==> config.mk <==
export PLATFORM = sky130hd
export DESIGN_NAME = life_automaton_row_step
export DESIGN_NICKNAME = d
export VERILOG_FILES = /design/src/design/lars_pkg.sv /design/src/design/lars_cell.sv /design/src/design/lars_out_fifo.sv /design/src/design/life_automaton_row_step.sv
export SDC_FILE = /design/constraint.sdc
export NUM_CORES = 1
export LEC_CHECK = 0
export BUFFER_PORTS_ARGS = -buffer_cell sky130_fd_sc_hd__clkbuf_2
export CAP_MARGIN = 5
export CORE_MARGIN = 1
export CORE_UTILIZATION = 25
export DETAILED_ROUTE_END_ITERATION = 10
export GPL_TIMING_DRIVEN = 0
export PLACE_DENSITY = 0.39
export SKIP_CTS_REPAIR_TIMING = 1
export SLEW_MARGIN = 20
export SYNTH_ARGS = -nofsm -noshare
export SYNTH_HDL_FRONTEND = slang
export SYNTH_SLANG_ARGS = --single-unit
==> constraint.sdc <==
create_clock -name clk_i -period 6.54 [get_ports clk_i]
set_input_delay 0.327 -clock clk_i [delete_from_list [all_inputs] [get_ports clk_i]]
set_output_delay 0.327 -clock clk_i [all_outputs]
set_load 0.05 [all_outputs]
==> src/design/lars_pkg.sv <==
// Package for the row-streaming life automaton: shared types, register
// offsets, reset values and the neighbor count helper. No dependencies.
`timescale 1ns / 1ps

package lars_pkg;

  localparam int unsigned ROW_W      = 64;
  localparam int unsigned CFG_ADDR_W = 4;
  localparam int unsigned CFG_DATA_W = 32;
  localparam int unsigned WORD_W     = ROW_W + 1;

  localparam logic [1:0] REG_LOWER = 2'd0;
  localparam logic [1:0] REG_UPPER = 2'd1;
  localparam logic [1:0] REG_COLS  = 2'd2;

  localparam logic [3:0] LOWER_RST = 4'd3;
  localparam logic [3:0] UPPER_RST = 4'd6;
  localparam logic [6:0] COLS_RST  = 7'd55;

  typedef struct packed {
    logic up;
    logic mid;
    logic dn;
  } col_bits_t;

  typedef struct packed {
    logic load;
    logic flush;
  } cell_ctrl_t;

  typedef struct packed {
    logic [3:0] lower;
    logic [3:0] upper;
    logic       ok;
  } rule_t;

  function automatic logic [3:0] count8(input logic [7:0] bits);
    logic [3:0] acc;
    acc = 4'd0;
    for (int i = 0; i < 8; i++) begin
      acc = acc + {3'b000, bits[i]};
    end
    return acc;
  endfunction

endpackage

==> src/design/lars_cell.sv <==
// One column cell: holds the column's bits of the two held rows and
// computes the column's next-generation bit. Depends on lars_pkg.
`timescale 1ns / 1ps

module lars_cell (
  input  logic                clk_i,
  input  logic                rst_ni,
  input  lars_pkg::cell_ctrl_t ctrl_i,
  input  lars_pkg::rule_t     rule_i,
  input  logic                en_i,
  input  logic                row_bit_i,
  input  lars_pkg::col_bits_t left_i,
  input  lars_pkg::col_bits_t right_i,
  output lars_pkg::col_bits_t own_o,
  output logic                next_o
);
  import lars_pkg::*;

  logic       above_q, above_d;
  logic       mid_q, mid_d;
  logic [3:0] cnt;

  assign own_o.up  = above_q & en_i;
  assign own_o.mid = mid_q & en_i;
  assign own_o.dn  = row_bit_i & en_i & ~ctrl_i.flush;

  assign cnt = count8({left_i.up, left_i.mid, left_i.dn, own_o.up, own_o.dn,
                       right_i.up, right_i.mid, right_i.dn});

  assign next_o = rule_i.ok & en_i & (cnt > rule_i.lower) & (cnt <= rule_i.upper);

  always_comb begin
    above_d = above_q;
    mid_d   = mid_q;
    if (ctrl_i.flush) begin
      above_d = 1'b0;
      mid_d   = 1'b0;
    end else if (ctrl_i.load) begin
      above_d = mid_q;
      mid_d   = row_bit_i & en_i;
    end
  end

  always_ff @(posedge clk_i or negedge rst_ni) begin
    if (!rst_ni) begin
      above_q <= 1'b0;
      mid_q   <= 1'b0;
    end else begin
      above_q <= above_d;
      mid_q   <= mid_d;
    end
  end

endmodule

==> src/design/lars_out_fifo.sv <==
// Two-word result queue between the cell row and the output stream.
// Depends on lars_pkg only for the import convention.
`timescale 1ns / 1ps

module lars_out_fifo #(
  parameter int unsigned Width = 65
) (
  input  logic             clk_i,
  input  logic             rst_ni,
  input  logic             push_i,
  input  logic [Width-1:0] data_i,
  output logic             free_o,
  output logic             valid_o,
  input  logic             ready_i,
  output logic [Width-1:0] data_o
);
  import lars_pkg::*;

  logic [Width-1:0] mem_q [2];
  logic             wr_ptr_q, wr_ptr_d;
  logic             rd_ptr_q, rd_ptr_d;
  logic [1:0]       cnt_q, cnt_d;
  logic             pop;

  assign valid_o = (cnt_q != 2'd0);
  assign data_o  = mem_q[rd_ptr_q];
  assign pop     = valid_o & ready_i;
  assign free_o  = (cnt_q != 2'd2) | ready_i;

  always_comb begin
    wr_ptr_d = push_i ? ~wr_ptr_q : wr_ptr_q;
    rd_ptr_d = pop ? ~rd_ptr_q : rd_ptr_q;
    cnt_d    = cnt_q + {1'b0, push_i} - {1'b0, pop};
  end

  always_ff @(posedge clk_i or negedge rst_ni) begin
    if (!rst_ni) begin
      wr_ptr_q <= 1'b0;
      rd_ptr_q <= 1'b0;
      cnt_q    <= 2'd0;
    end else begin
      wr_ptr_q <= wr_ptr_d;
      rd_ptr_q <= rd_ptr_d;
      cnt_q    <= cnt_d;
    end
  end

  always_ff @(posedge clk_i) begin
    if (push_i) begin
      mem_q[wr_ptr_q] <= data_i;
    end
  end

endmodule

==> src/design/life_automaton_row_step.sv <==
// Top level of the row-streaming life automaton: config registers, row
// of column cells, grid sequencing and result queue. Uses lars_pkg,
// lars_cell and lars_out_fifo.
//
//   channel  | dir | data                         | side band
//   s_axis   | in  | tdata[63:0] row_bits         | tlast = last_row
//   m_axis   | out | tdata[63:0] next_row         | tlast = last_out
//   apb      | in  | 0x0 lower, 0x4 upper, 0x8 cols | pready tied high
//
// One row word is taken per cycle; its result (from the second row of a
// grid on) enters the two-word output queue in the same cycle.
// After a last row the cell row flushes the final result and clears;
// no word is taken while that flush is pending.
// Input also stalls, and a pending flush waits, while the output queue is
// full and not being drained.
// Reset clears the held rows, the queue and the registers to 3, 6 and 55.
`timescale 1ns / 1ps

module life_automaton_row_step #(
  parameter int unsigned MAX_COLS = 64
) (
  input  logic        clk_i,
  input  logic        rst_ni,
  input  logic        s_axis_tvalid,
  output logic        s_axis_tready,
  input  logic [63:0] s_axis_tdata,   // [63:0] row_bits
  input  logic        s_axis_tlast,
  output logic        m_axis_tvalid,
  input  logic        m_axis_tready,
  output logic [63:0] m_axis_tdata,   // [63:0] next_row
  output logic        m_axis_tlast,
  input  logic        psel,
  input  logic        penable,
  input  logic        pwrite,
  input  logic [3:0]  paddr,
  input  logic [31:0] pwdata,
  output logic [31:0] prdata,
  output logic        pready
);
  import lars_pkg::*;

  logic [3:0]        lower_q;
  logic [3:0]        upper_q;
  logic [6:0]        cols_q;
  logic              has_row_q, has_row_d;
  logic              flush_q, flush_d;
  logic              cfg_wr;
  logic              accept;
  logic              flush_go;
  logic              q_free;
  logic              push;
  logic [ROW_W-1:0]  next_row;
  logic [WORD_W-1:0] q_out;
  rule_t             rule;
  cell_ctrl_t        ctrl;
  col_bits_t         nb [MAX_COLS+2];

  assign pready = 1'b1;
  assign cfg_wr = psel & penable & pwrite & pready;

  always_ff @(posedge clk_i or negedge rst_ni) begin
    if (!rst_ni) begin
      lower_q <= LOWER_RST;
      upper_q <= UPPER_RST;
      cols_q  <= COLS_RST;
    end else if (cfg_wr) begin
      case (paddr[3:2])
        REG_LOWER: lower_q <= pwdata[3:0];
        REG_UPPER: upper_q <= pwdata[3:0];
        REG_COLS:  cols_q  <= pwdata[6:0];
        default: ;
      endcase
    end
  end

  always_comb begin
    case (paddr[3:2])
      REG_LOWER: prdata = {28'd0, lower_q};
      REG_UPPER: prdata = {28'd0, upper_q};
      REG_COLS:  prdata = {25'd0, cols_q};
      default:   prdata = '0;
    endcase
  end

  assign rule.lower = lower_q;
  assign rule.upper = upper_q;
  assign rule.ok    = (lower_q != 4'd0) & (upper_q != 4'd0) & (lower_q <= upper_q);

  assign s_axis_tready = ~flush_q & q_free;
  assign accept        = s_axis_tvalid & s_axis_tready;
  assign flush_go      = flush_q & q_free;
  assign ctrl.load     = accept;
  assign ctrl.flush    = flush_go;
  assign push          = (accept & has_row_q) | flush_go;

  always_comb begin
    has_row_d = has_row_q;
    flush_d   = flush_q;
    if (flush_go) begin
      has_row_d = 1'b0;
      flush_d   = 1'b0;
    end else if (accept) begin
      has_row_d = 1'b1;
      flush_d   = s_axis_tlast;
    end
  end

  always_ff @(posedge clk_i or negedge rst_ni) begin
    if (!rst_ni) begin
      has_row_q <= 1'b0;
      flush_q   <= 1'b0;
    end else begin
      has_row_q <= has_row_d;
      flush_q   <= flush_d;
    end
  end

  assign nb[0]          = '0;
  assign nb[MAX_COLS+1] = '0;

  for (genvar g = 0; g < ROW_W; g++) begin : g_col
    if (g < MAX_COLS) begin : g_cell
      lars_cell u_cell (
        .clk_i    (clk_i),
        .rst_ni   (rst_ni),
        .ctrl_i   (ctrl),
        .rule_i   (rule),
        .en_i     (cols_q > 7'(g)),
        .row_bit_i(s_axis_tdata[g]),
        .left_i   (nb[g]),
        .right_i  (nb[g+2]),
        .own_o    (nb[g+1]),
        .next_o   (next_row[g])
      );
    end else begin : g_unused
      assign next_row[g] = 1'b0;
    end
  end

  lars_out_fifo #(
    .Width(WORD_W)
  ) u_fifo (
    .clk_i  (clk_i),
    .rst_ni (rst_ni),
    .push_i (push),
    .data_i ({flush_go, next_row}),
    .free_o (q_free),
    .valid_o(m_axis_tvalid),
    .ready_i(m_axis_tready),
    .data_o (q_out)
  );

  assign m_axis_tdata = q_out[ROW_W-1:0];
  assign m_axis_tlast = q_out[ROW_W];

endmodule

==> flow_metrics.tcl <==
set metrics [dict create \
    avgSynthCellArea_sq_um 9.32 \
    numCtsBuffers 43 \
    synth_area_sq_um 34500 \
    vias 27100 \
    drv_cap 0 \
    first_pass_iters 5 \
    synth-edff-count 130 \
    die_x_microns 374 \
    setup.worst_path.start_class "register" \
    core-area_sq_um 136000 \
    seq_power_share_pct 13.7 \
    powerDensity_nw_per_um2 531 \
    synth-compound-area-share_pct 10.2 \
    grt_pass1_vias 27600 \
    cts_tree "yes" \
    grt_overflow_total 0 \
    rsz0062_at_grt "no" \
    met3_usage_pct 1.97 \
    finalSetupTns_ns 0 \
    route.detailed.drc 0 \
    crit_end "u_fifo.mem_q[0][10]" \
    r2r_slack_ns 0.29 \
    period_share_pct 95.5 \
    power_leakage_nw 20.0 \
    num_io_pins 208 \
    ir_worst_vdd_mv 0.161 \
    r2r-end "u_fifo.mem_q[0][10]" \
    hp-class "input port to register" \
    met2_usage_pct 28.8 \
    netlist_instances 3701 \
    ys_types 60 \
    grt_first_pass_wirelength_mm 182 \
    clk_transition_reported_paths_ns 0.06 \
    synth_top_area_share_pct 25.5 \
    wirelength_mm 122 \
    yosys.area_share.simple_pct 14.7 \
    ys_ff_latch 279 \
    die-area_sq_um 140000 \
    regArea_sq_um 7650 \
    ant_nets 0 \
    critPathKind "register to register" \
    layout.nets 5020 \
    placed_cell_area_sq_um 38100 \
    finalSetupViolations 0 \
    startpoint "u_fifo.cnt_q[0]" \
    async_flop_share_pct 53.4 \
    r2r_start "u_fifo.cnt_q[0]" \
    track_usage_pct 17.4 \
    p_sw_share_pct 52.1 \
    seq_area_frac_synth_pct 22.1 \
    maxSlewViolCount 0 \
    ys.flop_type "dfrtp_1" \
    htree_levels 2 \
    cp.required_ns 6.90 \
    tightestPinTransition_ns 1.04 \
    slew_headroom_pct 30.6 \
    worstSkewPairLatency_ns 0.63 \
    synth_top_family_by_area "adder cells" \
    fin_skew_ns 0.0269 \
    start_util_pct 25.3 \
    clock_sinks 279 \
    syn_to_final_growth_pct 15.3 \
    pwr-share-comb_pct 74.5 \
    num-fill-cells 14500 \
    intPower_mw 10.1 \
    finalHoldViolations 0 \
    fmax_mhz 160 \
    outcome "finished, final reports clean" \
    grt_busiest_layer "met2" \
    drt-initial-drc-count 1478 \
    use_met1_pct 24.4 \
    stdcell_area_sq_um 39800 \
    synth_area_leaders "ha_1, fa_1, edfxtp_1" \
    place_hpwl_mm 95.8 \
    post_drt_wl_per_cell_microns 21.1 \
    clockRootBuffer "clkbuf_16" \
    yosysTopAreaCell "ha_1" \
    critPathMaxFanout 10 \
    yosysWarnings 0 \
    cp.arrival_ns 6.61 \
    chipHeight_microns 374 \
    synth_mux_area_share_pct 2.56 \
    gp_congestion 0.816 \
    switchingPower_mw 11.0 \
    drive_gt1_share_pct 11.1 \
    cts_buffer_depth 3 \
    end_kind "register" \
    grt_max_degree 65 \
    timing.final.crit_period_ns 6.25 \
    numPortBuffers 153 \
    r2r_cells 19 \
    clkPwrFrac_pct 11.8 \
    synthAdderAreaFrac_pct 40.1 \
    multi_input_area_sq_um 24100 \
    row_count 135 \
    vias_per_cell 4.69 \
    antenna_found_initial 7 \
    synth_xor_area_share_pct 1.68 \
]
## registers in the layout, summed over array words and instances, names as in the netlist
register                     cells
g_col.g_cell.u_cell.mid_q       64
cols_q                           7
u_fifo.cnt_q                     2
g_col.g_cell.u_cell.above_q     64
upper_q                          4
lower_q                          4
flush_q                          1
u_fifo.wr_ptr_q                  1
u_fifo.mem_q                   130
has_row_q                        1
u_fifo.rd_ptr_q                  1
## synth_stat cells (all sizes together), types with 41 or more instances
cell      n
edfxtp  130
fa      252
o211ai   41
o21ai   189
dfrtp   140
mux2     75
nor2b   119
nand4   103
ha      704
xnor2    65
nand3   214
inv     613
and2     64
a21oi   216
nand2   365
buf      92
## area by class of cell
class                      count  share of cell area, %
inverter                     613                   5.86
sequential                   279                   19.2
multi-input combinational   2720                   60.5
timing repair buffer         186                   3.43
clock inverter                 9                  0.311
buffer                       113                   1.65
antenna                        2                 0.0126
clock buffer                  70                   3.46
tap                         1781                   5.60
## routing by layer
metal,vias to the layer above,wire [microns]
li1,13300,-
met1,13200,58500
met2,485,56000
met3,97,4700
met4,2,2420
met5,-,9
## power by group through the flow
stage          sequential, mW  clock, mW  combinational [mW]
2_1_floorplan            2.81          0                11.4
3_3_place_gp             3.04          0                15.5
3_5_place_dp             2.92          0                15.9
4_1_cts                  2.89       2.58                16.0
5_1_grt                  2.96       2.63                18.4
6_report                 2.89       2.50                15.8
## placed cells by master, fill, tap and decap left out, types with 14 or more instances in the layout
cell type,count
o21ai_0,178
a2111oi_0,29
clkbuf_1,33
edfxtp_1,130
ha_1,704
dfrtp_1,139
nor2b_1,118
dlygate4sd3_1,14
o211ai_1,41
nand2_1,365
clkbuf_16,50
nand2b_1,24
xnor2_1,65
mux2_2,75
a21oi_1,212
buf_2,51
clkbuf_2,155
nor2_1,33
buf_4,37
fa_1,252
inv_1,607
conb_1,26
nand3_1,214
and3b_1,24
nand4_1,103
nor3_1,19
and2_1,64
a211oi_1,35
## metrics by stage
| stage | util, % | std cells | total power, mW | setup WS [ns] | hold slack (ns) |
|---|---|---|---|---|---|
| 4_1_cts | 29.1 | 5757 | 21.4 | -0.118 | -0.411 |
| 6_report | 29.2 | 5773 | 21.2 | 0.295 | 0.00991 |
| 5_1_grt | 29.2 | 5771 | 24.0 | 0.0198 | 0.000370 |
| 3_3_place_gp | 27.6 | 5659 | 18.6 | -1.93 | 0.470 |
| 2_1_floorplan | - | 3725 | 14.2 | 1.46 | 0.0314 |
| 3_5_place_dp | 28.0 | 5678 | 18.8 | -0.132 | 0.258 |
## how the worst min path moves through the flow
stage | to | slack (ns) | from | depth (start not counted)
6_report | g_col[1].g_cell.u_cell.mid_q | 0.01 | s_axis_tdata[1] | 3
5_1_grt | g_col[1].g_cell.u_cell.mid_q | 0.0004 | s_axis_tdata[1] | 3
2_1_floorplan | cols_q[3] | 0.03 | rst_ni | 0
4_1_cts | u_fifo.cnt_q[1] | -0.41 | rst_ni | 1
3_5_place_dp | u_fifo.cnt_q[1] | 0.26 | rst_ni | 1
3_3_place_gp | g_col[0].g_cell.u_cell.above_q | 0.47 | g_col[0].g_cell.u_cell.mid_q | 2
## critical path, cell delays in order, from the launching register on
cell       delay, ns
dfrtp_1         0.40
nor3b_2         0.24
nand2b_1        0.13
clkbuf_2        0.23
buf_2           0.31
clkbuf_4        0.40
nand3_1         0.20
inv_1           0.14
ha_1            0.26
fa_1            0.55
inv_1           0.06
fa_1            0.49
fa_1            0.44
fa_1            0.39
xnor2_1         0.24
ha_1            0.31
and3b_1         0.17
a2111oi_0       0.38
o221ai_1        0.22
nor4_1          0.37
## logic make-up (layout without fill, tap and decap cells)
family / Yosys count / after routing
AND/OR/NAND/NOR: 1003 / 1003
adder cells (fa/ha/maj): 956 / 956
buffers and inverters: 726 / 991
AO/OA/AOI/OAI: 590 / 590
flip-flops: 279 / 279
multiplexers: 79 / 79
XOR/XNOR: 66 / 66
other: 2 / 28
Note: power is estimated with default switching activity, not from simulation.
